[config.mk]
export PLATFORM = sky130hd
export DESIGN_NAME = bfr_fifo
export DESIGN_NICKNAME = d
export VERILOG_FILES = /design/src/bfr_pkg.sv /design/src/bfr_fifo.sv
export SDC_FILE = /design/constraint.sdc
export NUM_CORES = 1
export LEC_CHECK = 0
export ABC_AREA = 1
export BUFFER_PORTS_ARGS = -buffer_cell sky130_fd_sc_hd__clkbuf_2
export CORE_MARGIN = 5
export CORE_UTILIZATION = 57
export DETAILED_ROUTE_END_ITERATION = 8
export PLACE_DENSITY = 0.91
export RECOVER_POWER = 100
export SYNTH_ARGS = -nofsm -noshare
export SYNTH_HDL_FRONTEND = slang
export SYNTH_SLANG_ARGS = --single-unit
[constraint.sdc]
create_clock -name i_clk -period 6.35 [get_ports i_clk]
set_input_delay 0.635 -clock i_clk [delete_from_list [all_inputs] [get_ports i_clk]]
set_output_delay 0.635 -clock i_clk [all_outputs]
set_load 0.01 [all_outputs]
[src/bfr_pkg.sv]
package bfr_pkg;

    localparam int CFG_W       = 11;
    localparam int CFG_RESET   = 32;
    localparam int FIELD_W     = 16;
    localparam int QUEUE_DEPTH = 4;

    // floor(x / d) == (x * ceil(2^SHIFT / d)) >> SHIFT for x below 2^20
    localparam int RECIP_SHIFT = 24;
    localparam int RECIP_W     = RECIP_SHIFT + 1;

    localparam logic [RECIP_W-1:0] RECIP_DIV1 = RECIP_W'(16777216);
    localparam logic [RECIP_W-1:0] RECIP_DIV2 = RECIP_W'(8388608);
    localparam logic [RECIP_W-1:0] RECIP_DIV3 = RECIP_W'(5592406);
    localparam logic [RECIP_W-1:0] RECIP_DIV4 = RECIP_W'(4194304);
    localparam logic [RECIP_W-1:0] RECIP_DIV6 = RECIP_W'(2796203);
    localparam logic [RECIP_W-1:0] RECIP_DIV9 = RECIP_W'(1864136);

    typedef struct packed {
        logic out_en;
        logic row_lo;
        logic row_hi;
        logic col_lo;
        logic col_hi;
        logic frame_end;
    } t_ctl;

    typedef enum logic [1:0] {
        SPAN_ONE,
        SPAN_TWO,
        SPAN_THREE
    } t_span;

    function automatic t_span span_of(input logic lo, input logic hi);
        t_span s;
        if (lo && hi) begin
            s = SPAN_THREE;
        end else if (lo || hi) begin
            s = SPAN_TWO;
        end else begin
            s = SPAN_ONE;
        end
        return s;
    endfunction

    function automatic logic [RECIP_W-1:0] recip_of(input t_span rows, input t_span cols);
        logic [RECIP_W-1:0] m;
        m = RECIP_DIV1;
        case (rows)
            SPAN_ONE: begin
                case (cols)
                    SPAN_ONE:   m = RECIP_DIV1;
                    SPAN_TWO:   m = RECIP_DIV2;
                    SPAN_THREE: m = RECIP_DIV3;
                    default:    m = RECIP_DIV1;
                endcase
            end
            SPAN_TWO: begin
                case (cols)
                    SPAN_ONE:   m = RECIP_DIV2;
                    SPAN_TWO:   m = RECIP_DIV4;
                    SPAN_THREE: m = RECIP_DIV6;
                    default:    m = RECIP_DIV1;
                endcase
            end
            SPAN_THREE: begin
                case (cols)
                    SPAN_ONE:   m = RECIP_DIV3;
                    SPAN_TWO:   m = RECIP_DIV6;
                    SPAN_THREE: m = RECIP_DIV9;
                    default:    m = RECIP_DIV1;
                endcase
            end
            default: m = RECIP_DIV1;
        endcase
        return m;
    endfunction

endpackage

[src/bfr_fifo.sv]
module bfr_fifo import bfr_pkg::*; #(
    parameter int WIDTH = 61,
    parameter int DEPTH = 4
) (
    input  logic             i_clk,
    input  logic             i_rst_n,
    input  logic             i_push,
    input  logic [WIDTH-1:0] i_data,
    output logic             o_full,
    input  logic             i_pop,
    output logic             o_valid,
    output logic [WIDTH-1:0] o_data
);

    localparam int PTR_W = (DEPTH > 1) ? $clog2(DEPTH) : 1;
    localparam int CNT_W = $clog2(DEPTH + 1);

    logic [WIDTH-1:0] r_mem [DEPTH];
    logic [PTR_W-1:0] r_wr_ptr, n_wr_ptr;
    logic [PTR_W-1:0] r_rd_ptr, n_rd_ptr;
    logic [CNT_W-1:0] r_count, n_count;
    logic             do_push;
    logic             do_pop;

    assign o_full  = (r_count == CNT_W'(DEPTH));
    assign o_valid = (r_count != '0);
    assign o_data  = r_mem[r_rd_ptr];
    assign do_push = i_push && !o_full;
    assign do_pop  = i_pop && o_valid;

    always_comb begin
        n_wr_ptr = r_wr_ptr;
        n_rd_ptr = r_rd_ptr;
        n_count  = r_count;
        if (do_push) begin
            n_wr_ptr = (r_wr_ptr == PTR_W'(DEPTH - 1)) ? '0 : r_wr_ptr + PTR_W'(1);
        end
        if (do_pop) begin
            n_rd_ptr = (r_rd_ptr == PTR_W'(DEPTH - 1)) ? '0 : r_rd_ptr + PTR_W'(1);
        end
        if (do_push && !do_pop) begin
            n_count = r_count + CNT_W'(1);
        end else if (do_pop && !do_push) begin
            n_count = r_count - CNT_W'(1);
        end
    end

    always_ff @(posedge i_clk) begin
        if (!i_rst_n) begin
            r_wr_ptr <= '0;
            r_rd_ptr <= '0;
            r_count  <= '0;
        end else begin
            r_wr_ptr <= n_wr_ptr;
            r_rd_ptr <= n_rd_ptr;
            r_count  <= n_count;
        end
    end

    always_ff @(posedge i_clk) begin
        if (do_push) begin
            r_mem[r_wr_ptr] <= i_data;
        end
    end

endmodule

==> impl_metrics.sql <==
INSERT INTO impl_metrics (metric_group, metric, value, unit) VALUES
('drt', 'post_drt_via_cell_ratio', '5.68', ''),
('drt', 'remaining_drc_errors', '0', ''),
('cells_and_area', 'post_route_cells_drive_above_1_share', '17.0', '%'),
('drt', 'post_route_wl', '19.7', 'mm'),
('power_and_ir_drop', 'power.static_leakage', '3.71', 'nW'),
('cells_and_area', 'final_area', '11400', 'um^2'),
('synth', 'synth_area_in_compound_gates', '12.5', '%'),
('global_routing', 'grt_max_degree', '123', ''),
('drt', 'antenna_left', '0', ''),
('synth', 'synthesis.yosys.warnings', '0', ''),
('sta', 'max_fclk', '243', 'MHz'),
('synth', 'syn_area_per_cell', '15.3', 'um^2'),
('placement', 'placed_area', '10800', 'um^2'),
('cells_and_area', 'layout.cells.most_common', 'edfxtp_1', ''),
('cells_and_area', 'multiInputGateArea', '2260', 'um^2'),
('run', 'timing.max_cap.violations', '5', ''),
('synth', 'number_of_synthesized_register_bits', '253', ''),
('outcome', 'outcome', 'finished with violations', ''),
('sta', 'tns_setup', '0', 'ns'),
('synth', 'post_synth_xor_area_fraction', '0', '%'),
('outcome', 'failed_checks', 'capacitance limit, slew limit', ''),
('drt', 'wire_length_per_cell', '19.2', 'um'),
('drt', 'drt_first_pass_iters', '5', ''),
('global_routing', 'overflow_left_after_global_routing', '0', ''),
('sta', 'hold_slack', '0.385', 'ns'),
('global_routing', 'grt_antenna_before_repair', '0', ''),
('synth', 'number_of_instances_in_the_synthesized_netlist', '660', ''),
('synth', 'synth-edff-count', '244', ''),
('cts', 'cts.repair.resized', '0', ''),
('drt', 'drtIter0Drc', '503', ''),
('synth', 'synth.net_count', '732', ''),
('synth', 'synth_top_family_by_area', 'compound AO/OA/AOI/OAI gates', ''),
('cts', 'clockBufferDepth', '3', ''),
('cells_and_area', 'fillers', '1223', ''),
('placement', 'port_buffers', '127', ''),
('cells_and_area', 'area_delta_synth_final', '12.9', '%'),
('placement', 'placed_cells_incl_taps', '981', ''),
('power_and_ir_drop', 'worst_ir_drop_vdd', '0.320', 'mV'),
('floorplanning', 'rows', '48', ''),
('cts', 'post_cts_setup_driven_buffer_insertion_count', '0', ''),
('synth', 'asyncSetResetFlopFracSynth', '0', '%'),
('placement', 'preCtsSetupSlack', '3.31', 'ns'),
('sta', 'final_slew_viol_count', '232', ''),
('synth', 'distinct_cells_synth', '24', ''),
('sta', 'setup_viol_count_final', '0', ''),
('cells_and_area', 'final_non_filler_cells', '1025', ''),
('min_path', 'min_delay_path_depth', '1', ''),
('setup_path', 'worst_ep_arrival_time', '3.47', 'ns'),
('sta', 'post-route-period-util', '64.7', '%'),
('min_path', 'hp-class', 'in -> reg', ''),
('cts', 'cts_hold_buf', '0', ''),
('cells_and_area', 'layout.cells.most_common_list', '244 x edfxtp_1, 125 x clkbuf_1, 101 x o21ai_0', ''),
('synth', 'yosys_most_used_dff', 'edfxtp_1', ''),
('global_routing', 'groute.usage.overall', '19.1', '%'),
('synth', 'yosysSeqAreaShare', '74.1', '%'),
('synth', 'syn_area', '10100', 'um^2'),
('cts', 'htreeDepth', '1', ''),
('power_and_ir_drop', 'powerDensity', '419', 'nW/um^2'),
('min_path', 'min_from', 'i_data[16]', ''),
('floorplanning', 'start_util', '58.3', '%'),
('setup_path', 'cp.required', '5.71', 'ns'),
('floorplanning', 'design.core.area', '17400', 'um^2'),
('sta', 'report.final.hold_viol_count', '0', ''),
('sta', 'slew_headroom', '-91.3', '%'),
('global_routing', 'vias_in_the_first_global_route', '5969', ''),
('floorplanning', 'die_area', '20500', 'um^2'),
('global_routing', 'grt_first_pass_wirelength', '30.9', 'mm'),
('floorplanning', 'die-height', '143', 'um'),
('setup_path', 'cp-start-kind', 'flip-flop', ''),
('setup_path', 'setup.worst_path.end_class', 'output pin', ''),
('setup_path', 'regToRegStartpoint', 'r_count[1]', '');
## worst max-delay path, stage by stage, from the launching register on
cell and delay (ns):
dfxtp_4 0.36, clkbuf_2 1.67, o21ai_0 0.45, o22ai_2 0.27, clkbuf_1 0.21
## synth_stat cells, drive strengths merged (2+ instances only)
| master | count | area [um^2] |
|---|---|---|
| nor2 | 139 | 822 |
| o22ai | 61 | 632 |
| ha | 6 | 75.1 |
| inv | 18 | 67.6 |
| clkbuf | 11 | 41.3 |
| dfxtp | 9 | 180 |
| edfxtp | 244 | 7330 |
| a21oi | 2 | 10.0 |
| buf | 27 | 252 |
| nand2 | 15 | 56.3 |
| o21ai | 124 | 624 |
## worst paths after layout
kind | to | slack [ns]
min | r_mem[3][16] | 0.38
max | o_data[6] | 2.24
max reg2reg | r_mem[3][12] | 2.36
min reg2reg | r_count[0] | 0.51
## flip-flops by register name, summed over array words and instances, names as in the netlist, named ones only
name      flops
r_count       3
r_mem       244
r_rd_ptr      2
r_wr_ptr      2
## layout make-up
type	instances	share of cell area, %
clock inverters	9	0.865
clock buffers	35	5.80
multi-input cells	351	19.8
flip-flops and latches	253	65.7
repair buffers	134	4.74
well taps	225	2.46
inverters	18	0.635
## per-layer routing
| layer | global-route usage [%] | share of wire (%) | vias to the layer above |
|---|---|---|---|
| met5 | 0 | 0 | - |
| met4 | 4.06 | 1.2 | 0 |
| met3 | 3.88 | 6.4 | 24 |
| met2 | 33.9 | 53 | 181 |
| met1 | 24.5 | 39 | 2907 |
| li1 | - | - | 2708 |
## logic make-up after synthesis
family	Yosys count
DFF	253
AOI/OAI and AO/OA	187
and+or+nand+nor	157
adders and majority gates	7
buffers and inverters	56
## metrics by stage
stage | util [%] | power, mW
finish | 65.8 | 4.79
global route | 65.8 | 5.05
CTS | 66.9 | 4.90
detailed placement | 62.5 | 3.53
global placement | 62.5 | 3.47
floorplan | - | 3.10
## where the power goes
| group | internal (mW) | switching (mW) |
|---|---|---|
| Clock | 0.808 | 0.564 |
| Combinational | 0.407 | 0.918 |
| Sequential | 2.04 | 0.0554 |
| Total | 3.26 | 1.54 |
Note: power is estimated with default switching activity, not from simulation.
