[src/bfr_pkg.sv]
package bfr_pkg;

    localparam int CFG_W       = 11;
    localparam int CFG_RESET   = 32;
    localparam int FIELD_W     = 16;
    localparam int QUEUE_DEPTH = 4;

    // floor(x / d) == (x * ceil(2^SHIFT / d)) >> SHIFT for x below 2^20
    localparam int RECIP_SHIFT = 24;
    localparam int RECIP_W     = RECIP_SHIFT + 1;

    localparam logic [RECIP_W-1:0] RECIP_DIV1 = RECIP_W'(16777216);
    localparam logic [RECIP_W-1:0] RECIP_DIV2 = RECIP_W'(8388608);
    localparam logic [RECIP_W-1:0] RECIP_DIV3 = RECIP_W'(5592406);
    localparam logic [RECIP_W-1:0] RECIP_DIV4 = RECIP_W'(4194304);
    localparam logic [RECIP_W-1:0] RECIP_DIV6 = RECIP_W'(2796203);
    localparam logic [RECIP_W-1:0] RECIP_DIV9 = RECIP_W'(1864136);

    typedef struct packed {
        logic out_en;
        logic row_lo;
        logic row_hi;
        logic col_lo;
        logic col_hi;
        logic frame_end;
    } t_ctl;

    typedef enum logic [1:0] {
        SPAN_ONE,
        SPAN_TWO,
        SPAN_THREE
    } t_span;

    function automatic t_span span_of(input logic lo, input logic hi);
        t_span s;
        if (lo && hi) begin
            s = SPAN_THREE;
        end else if (lo || hi) begin
            s = SPAN_TWO;
        end else begin
            s = SPAN_ONE;
        end
        return s;
    endfunction

    function automatic logic [RECIP_W-1:0] recip_of(input t_span rows, input t_span cols);
        logic [RECIP_W-1:0] m;
        m = RECIP_DIV1;
        case (rows)
            SPAN_ONE: begin
                case (cols)
                    SPAN_ONE:   m = RECIP_DIV1;
                    SPAN_TWO:   m = RECIP_DIV2;
                    SPAN_THREE: m = RECIP_DIV3;
                    default:    m = RECIP_DIV1;
                endcase
            end
            SPAN_TWO: begin
                case (cols)
                    SPAN_ONE:   m = RECIP_DIV2;
                    SPAN_TWO:   m = RECIP_DIV4;
                    SPAN_THREE: m = RECIP_DIV6;
                    default:    m = RECIP_DIV1;
                endcase
            end
            SPAN_THREE: begin
                case (cols)
                    SPAN_ONE:   m = RECIP_DIV3;
                    SPAN_TWO:   m = RECIP_DIV6;
                    SPAN_THREE: m = RECIP_DIV9;
                    default:    m = RECIP_DIV1;
                endcase
            end
            default: m = RECIP_DIV1;
        endcase
        return m;
    endfunction

endpackage

[src/bfr_if.sv]
interface bfr_in_if import bfr_pkg::*; ();
    logic               valid;
    logic               ready;
    logic [FIELD_W-1:0] in_red;
    logic [FIELD_W-1:0] in_green;
    logic [FIELD_W-1:0] in_blue;
    logic               drain;

    modport source (output valid, in_red, in_green, in_blue, drain, input ready);
    modport sink   (input valid, in_red, in_green, in_blue, drain, output ready);
endinterface


[src/bfr_front.sv]
module bfr_front import bfr_pkg::*; #(
    parameter int MAX_SIZE     = 1024,
    parameter int CHANNEL_BITS = 16,
    parameter int ADDR_W       = 10
) (
    input  logic                      i_clk,
    input  logic                      i_rst_n,
    input  logic                      i_cfg_we,
    input  logic [CFG_W-1:0]          i_cfg_data,
    bfr_in_if.sink                    i_pix,
    input  logic                      i_full,
    output logic                      o_push,
    output logic [ADDR_W-1:0]         o_addr,
    output logic [3*CHANNEL_BITS-1:0] o_pix,
    output t_ctl                      o_ctl
);

    localparam int SIZE_W   = $clog2(MAX_SIZE + 1);
    localparam int CMP_W    = (SIZE_W > CFG_W) ? SIZE_W : CFG_W;
    localparam int WARM_W   = $clog2(MAX_SIZE + 2);
    localparam int RESET_M1 = ((CFG_RESET > MAX_SIZE) ? MAX_SIZE : CFG_RESET) - 1;

    logic [ADDR_W-1:0] r_size_m1, n_size_m1;
    logic [ADDR_W-1:0] r_col, n_col;
    logic [ADDR_W-1:0] r_row, n_row;
    logic              r_drain_ph, n_drain_ph;
    logic [WARM_W-1:0] r_warm, n_warm;
    logic [ADDR_W-1:0] r_p_col, n_p_col;
    logic [ADDR_W-1:0] r_p_row, n_p_row;

    logic              pix_phase;
    logic              take;
    logic              out_en;
    logic              frame_end;
    logic              col_wrap;
    logic [CMP_W-1:0]  cfg_ext;

    assign pix_phase   = !r_drain_ph;
    assign i_pix.ready = !i_full;
    assign take        = i_pix.valid && i_pix.ready;
    assign o_push      = take && !(pix_phase && i_pix.drain);

    assign out_en    = (r_warm == (WARM_W'(r_size_m1) + WARM_W'(2)));
    assign frame_end = out_en && (r_p_row == r_size_m1) && (r_p_col == r_size_m1);
    assign col_wrap  = (r_col == r_size_m1);
    assign cfg_ext   = CMP_W'(i_cfg_data);

    assign o_addr = r_col;
    assign o_pix  = pix_phase ? {i_pix.in_red[CHANNEL_BITS-1:0],
                                 i_pix.in_green[CHANNEL_BITS-1:0],
                                 i_pix.in_blue[CHANNEL_BITS-1:0]} : '0;

    always_comb begin
        o_ctl.out_en    = out_en;
        o_ctl.row_lo    = (r_p_row != '0);
        o_ctl.row_hi    = (r_p_row != r_size_m1);
        o_ctl.col_lo    = (r_p_col != '0);
        o_ctl.col_hi    = (r_p_col != r_size_m1);
        o_ctl.frame_end = frame_end;
    end

    always_comb begin
        n_size_m1  = r_size_m1;
        n_col      = r_col;
        n_row      = r_row;
        n_drain_ph = r_drain_ph;
        n_warm     = r_warm;
        n_p_col    = r_p_col;
        n_p_row    = r_p_row;
        if (i_cfg_we) begin
            if (cfg_ext == '0) begin
                n_size_m1 = '0;
            end else if (cfg_ext > CMP_W'(MAX_SIZE)) begin
                n_size_m1 = ADDR_W'(MAX_SIZE - 1);
            end else begin
                n_size_m1 = ADDR_W'(cfg_ext - CMP_W'(1));
            end
            n_col      = '0;
            n_row      = '0;
            n_drain_ph = 1'b0;
            n_warm     = '0;
            n_p_col    = '0;
            n_p_row    = '0;
        end else if (o_push) begin
            if (frame_end) begin
                n_col      = '0;
                n_row      = '0;
                n_drain_ph = 1'b0;
                n_warm     = '0;
                n_p_col    = '0;
                n_p_row    = '0;
            end else begin
                n_col = col_wrap ? '0 : r_col + ADDR_W'(1);
                if (pix_phase && col_wrap) begin
                    n_row = r_row + ADDR_W'(1);
                    if (r_row == r_size_m1) begin
                        n_drain_ph = 1'b1;
                    end
                end
                if (out_en) begin
                    if (r_p_col == r_size_m1) begin
                        n_p_col = '0;
                        n_p_row = r_p_row + ADDR_W'(1);
                    end else begin
                        n_p_col = r_p_col + ADDR_W'(1);
                    end
                end else begin
                    n_warm = r_warm + WARM_W'(1);
                end
            end
        end
    end

    always_ff @(posedge i_clk) begin
        if (!i_rst_n) begin
            r_size_m1  <= ADDR_W'(RESET_M1);
            r_col      <= '0;
            r_row      <= '0;
            r_drain_ph <= 1'b0;
            r_warm     <= '0;
            r_p_col    <= '0;
            r_p_row    <= '0;
        end else begin
            r_size_m1  <= n_size_m1;
            r_col      <= n_col;
            r_row      <= n_row;
            r_drain_ph <= n_drain_ph;
            r_warm     <= n_warm;
            r_p_col    <= n_p_col;
            r_p_row    <= n_p_row;
        end
    end

endmodule

[src/flat_wrapper.sv]
// flat-port wrapper written by rule: the top's interface ports become plain ports
module bfr_front_flat import bfr_pkg::*;
#(
    parameter int MAX_SIZE     = 1024,
    parameter int CHANNEL_BITS = 16,
    parameter int ADDR_W       = 10
)
  (i_clk, i_rst_n, i_cfg_we, i_cfg_data, i_full, o_push, o_addr, o_pix, o_ctl, i_pix_valid, i_pix_in_red, i_pix_in_green, i_pix_in_blue, i_pix_drain, i_pix_ready);
  bfr_in_if i_pix_i ();
  input  logic i_clk;
  input  logic i_rst_n;
  input  logic i_cfg_we;
  input  logic [CFG_W-1:0] i_cfg_data;
  input  logic i_full;
  output logic o_push;
  output logic [ADDR_W-1:0] o_addr;
  output logic [3*CHANNEL_BITS-1:0] o_pix;
  output t_ctl o_ctl;
  input wire logic [$bits(i_pix_i.valid)-1:0] i_pix_valid;
  input wire logic [$bits(i_pix_i.in_red)-1:0] i_pix_in_red;
  input wire logic [$bits(i_pix_i.in_green)-1:0] i_pix_in_green;
  input wire logic [$bits(i_pix_i.in_blue)-1:0] i_pix_in_blue;
  input wire logic [$bits(i_pix_i.drain)-1:0] i_pix_drain;
  output wire logic [$bits(i_pix_i.ready)-1:0] i_pix_ready;
  assign i_pix_i.valid = i_pix_valid;
  assign i_pix_i.in_red = i_pix_in_red;
  assign i_pix_i.in_green = i_pix_in_green;
  assign i_pix_i.in_blue = i_pix_in_blue;
  assign i_pix_i.drain = i_pix_drain;
  assign i_pix_ready = i_pix_i.ready;
  bfr_front #(.MAX_SIZE(MAX_SIZE), .CHANNEL_BITS(CHANNEL_BITS), .ADDR_W(ADDR_W)) u_core (.i_clk(i_clk), .i_rst_n(i_rst_n), .i_cfg_we(i_cfg_we), .i_cfg_data(i_cfg_data), .i_pix(i_pix_i), .i_full(i_full), .o_push(o_push), .o_addr(o_addr), .o_pix(o_pix), .o_ctl(o_ctl));
endmodule
[config.mk]
export PLATFORM = sky130hd
export DESIGN_NAME = bfr_front_flat
export DESIGN_NICKNAME = d
export VERILOG_FILES = /design/src/bfr_pkg.sv /design/src/bfr_if.sv /design/src/bfr_front.sv /design/src/flat_wrapper.sv
export SDC_FILE = /design/constraint.sdc
export NUM_CORES = 1
export LEC_CHECK = 0
export BUFFER_PORTS_ARGS = -buffer_cell sky130_fd_sc_hd__buf_2
export CORE_MARGIN = 3
export CORE_UTILIZATION = 57
export DETAILED_ROUTE_END_ITERATION = 12
export PLACE_DENSITY_LB_ADDON = 0.08
export SYNTH_ARGS = -nofsm -noshare
export SYNTH_HDL_FRONTEND = slang
export SYNTH_SLANG_ARGS = --single-unit
[constraint.sdc]
create_clock -name i_clk -period 7.1 [get_ports i_clk]
set_input_delay 0 -clock i_clk [delete_from_list [all_inputs] [get_ports i_clk]]
set_output_delay 0 -clock i_clk [all_outputs]
set_load 0.1 [all_outputs]
==> run_results.csv <==
group,metric,value,unit
outcome,status,"completed",
timing,fin_crit_sh,47.8,%
logic_synthesis,ys_ff_latch,62,
floorplan,rows,31,
worst_setup_path,cp.arrival,3.39,ns
worst_setup_path,crit_buf_inv,2,
drt,drt-initial-drc-count,301,
drt,via_per_inst,5.87,
clock_network,cts.sinks,62,
final_layout,regArea,0.00124,mm²
worst_setup_path,cp_top_family,"simple AND/OR/NAND/NOR gates",
run,cap_violations,0,
worst_setup_path,crit_slowest_cell,"dfxtp_1",
worst_setup_path,start_kind,"register",
worst_hold_path,min_from,"i_cfg_data[10]",
pwr,ir_drop,106,µV
logic_synthesis,yosysUniqueCellTypes,60,
clock_network,path_clk_slew,0.07,ns
floorplan,die_x,94.9,µm
drt,ant_nets,0,
clock_network,cts-root-buf,"clkbuf_8",
timing,clock.fmax,295,MHz
floorplan,io_pins,131,
drt,num_vias,4743,
worst_setup_path,crit_chain,"ha_1 -> nand2b_1 -> o211a_1 -> o32a_1 -> nor4_4 -> nand2_1 -> inv_1 -> buf_2",
clock_network,cts_made_buffers,9,
worst_setup_path,crit_type,"register to output port",
global_routing,grt_pass1_wl,20400,µm
timing,fin_crit,3.39,ns
final_layout,layout-drive-gt1-share,22.6,%
timing,tns,0,ns
floorplan,dieArea,0.00901,mm²
timing,setup_violations,0,
logic_synthesis,synthCells,599,
worst_setup_path,crit_path_max_fanout,12,
timing,hold_viol_final,0,
drt,wl,13000,µm
logic_synthesis,synth_edf_count,0,
clock_network,tritoncts,"done",
floorplan,coreArea,0.00745,mm²
logic_synthesis,syn_nets,673,
floorplan,dieHeight,94.9,µm
clock_network,cts_max_level,3,
timing,tightest_slew,1.12,ns
global_routing,grt_pass1_vias,4320,
logic_synthesis,synth.avg_cell_area,7.52,µm²
pwr,p_leak,0.00222,µW
global_routing,antenna_found_initial,0,
worst_setup_path,crit_path_end_kind,"output port",
logic_synthesis,seq_area_frac_synth,27.6,%
final_layout,final_core_util,71.5,%
logic_synthesis,ys_async_sr_fraction,0,%
logic_synthesis,synth_ff_type,"dfxtp_1",
clock_network,clock_latency,0.36,ns
place,numPortBuffers,130,
worst_hold_path,hold_path.class,"input port to register",
pwr,finalPower,908,µW
final_layout,final_nets,778,
timing,report.final.slew_viol_count,0,
drt,drc_errors,0,
worst_setup_path,r2r-start,"u_core.r_size_m1[1]",
floorplan,initial_core_util,60.5,%
global_routing,grt.overflow.total,0,
clock_network,cts_buffer_depth,2,
clock_network,cts-resized-gates,0,
place,dp_hpwl,9450,µm
final_layout,fillers,644,
drt,firstDrtPassIters,5,
timing,rsz0062_at_grt,"no",
global_routing,gr-usage-all-layers,28.6,%
worst_setup_path,crit_required,7.10,ns
timing,maxSlewHeadroom,24.5,%
logic_synthesis,netlist_area,0.00450,mm²
final_layout,n_antenna_cell,0,
logic_synthesis,yosys_warnings,0,
final_layout,multiInputGateArea,0.00299,mm²
clock_network,postCtsSetupRepairBufs,0,
timing,clock_skew,0.0128,ns
place,routabilityCongestion,0.955,
worst_setup_path,crit_start,"u_core.r_size_m1[1]",
final_layout,area_delta_synth_final,18.3,%
worst_setup_path,slowest_delay,0.62,ns
global_routing,grt_max_degree,52,
drt,wl_per_cell,16.0,µm
pwr,p_per_area,171,mW/mm²
## per-stage QoR
stage	hold WS (ns)	setup WS (ns)	area, µm²	std cells
2_1_floorplan	0.193	3.59	4500	599
3_5_place_dp	0.256	3.76	5110	790
4_1_cts	0.00900	3.70	5330	808
6_report	0.0192	3.71	5330	808
5_1_grt	0.0577	3.42	5330	808
3_3_place_gp	0.256	3.90	5110	790
## final timing paths
path	end	slack [ns]	depth (start not counted)
worst max-delay path	o_ctl[5]	3.71	8
worst min-delay path	u_core.r_size_m1[9]	0.02	3
worst max register to register	u_core.r_row[1]	3.71	8
worst min register to register	u_core.r_p_row[9]	0.51	2
## placed cells by master (no fill, tap or decap), drive strengths merged, types with 5 or more instances in the layout
| cell | n |
|---|---|
| buf | 133 |
| dfxtp | 62 |
| nand2 | 59 |
| nor2b | 49 |
| nor2 | 37 |
| a21oi | 37 |
| o21ai | 35 |
| xor2 | 33 |
| nand3 | 25 |
| xnor2 | 25 |
| nor3 | 23 |
| inv | 20 |
| nor4 | 16 |
| nand4 | 16 |
| clkbuf | 12 |
| and3 | 10 |
| o31ai | 10 |
| or3 | 10 |
| ha | 9 |
| or4 | 7 |
| a22oi | 6 |
| a21o | 5 |
| and2 | 5 |
## where the power goes
| part | internal, µW | switching, µW |
|---|---|---|
| clock | 179 | 139 |
| combinational | 54.9 | 166 |
| sequential | 352 | 16.6 |
| total | 586 | 322 |
## metal layers
metal / wire length (µm) / GRT usage [%]
met3: 1090 / 5.90
met4: 569 / 17.5
met2: 6130 / 46.8
met1: 5170 / 34.1
met5: 0 / 0
## registers in the layout (all words and copies together), names as in the netlist
signal / count
u_core.r_warm: 11
u_core.o_addr: 10
u_core.r_p_col: 10
u_core.r_p_row: 10
u_core.r_row: 10
u_core.r_size_m1: 10
u_core.r_drain_ph: 1
## repair_timing
item / 4_1_cts / 5_1_grt
hold buffers: 2 / 0
setup endpoints to repair: 0 / 0
hold endpoints to repair: 7 / 0
## cell usage after synthesis, drive strengths merged, types with 16 or more instances
cell / count / area share, %
a21oi: 37 / 4.1
nand2: 59 / 4.9
inv: 20 / 1.7
dfxtp: 62 / 28
xnor2: 25 / 4.9
buf: 17 / 2.3
nor3: 23 / 2.6
nand3: 25 / 2.8
nor4: 16 / 2.6
xor2: 33 / 6.6
nor2: 37 / 3.1
o21ai: 35 / 4.0
nand4: 16 / 2.4
clkbuf: 24 / 2.0
nor2b: 49 / 6.8
## worst min-delay path, delay by kind of cell
kind | cells | cell delay [ns]
and+or+nand+nor | 1 | 0.08
AOI/OAI and AO/OA | 1 | 0.07
buffers and inverters | 1 | 0.17
## cell type report
| type | count | area share [%] |
|---|---|---|
| Tap cell | 99 | 2.33 |
| Clock inverter | 4 | 0.845 |
| Timing Repair Buffer | 135 | 13.0 |
| Sequential cell | 62 | 23.3 |
| Clock buffer | 12 | 2.91 |
| Multi-Input combinational cell | 476 | 56.2 |
| Inverter | 20 | 1.41 |
## cells by family after synthesis
kind of cell,synth area share [%]
buf+inv,5.97
fa+ha+maj,2.94
xor+xnor,11.4
simple gates,33.1
flops,27.6
mux,1.14
compound gates,17.9
Note: power is estimated with default switching activity, not from simulation.
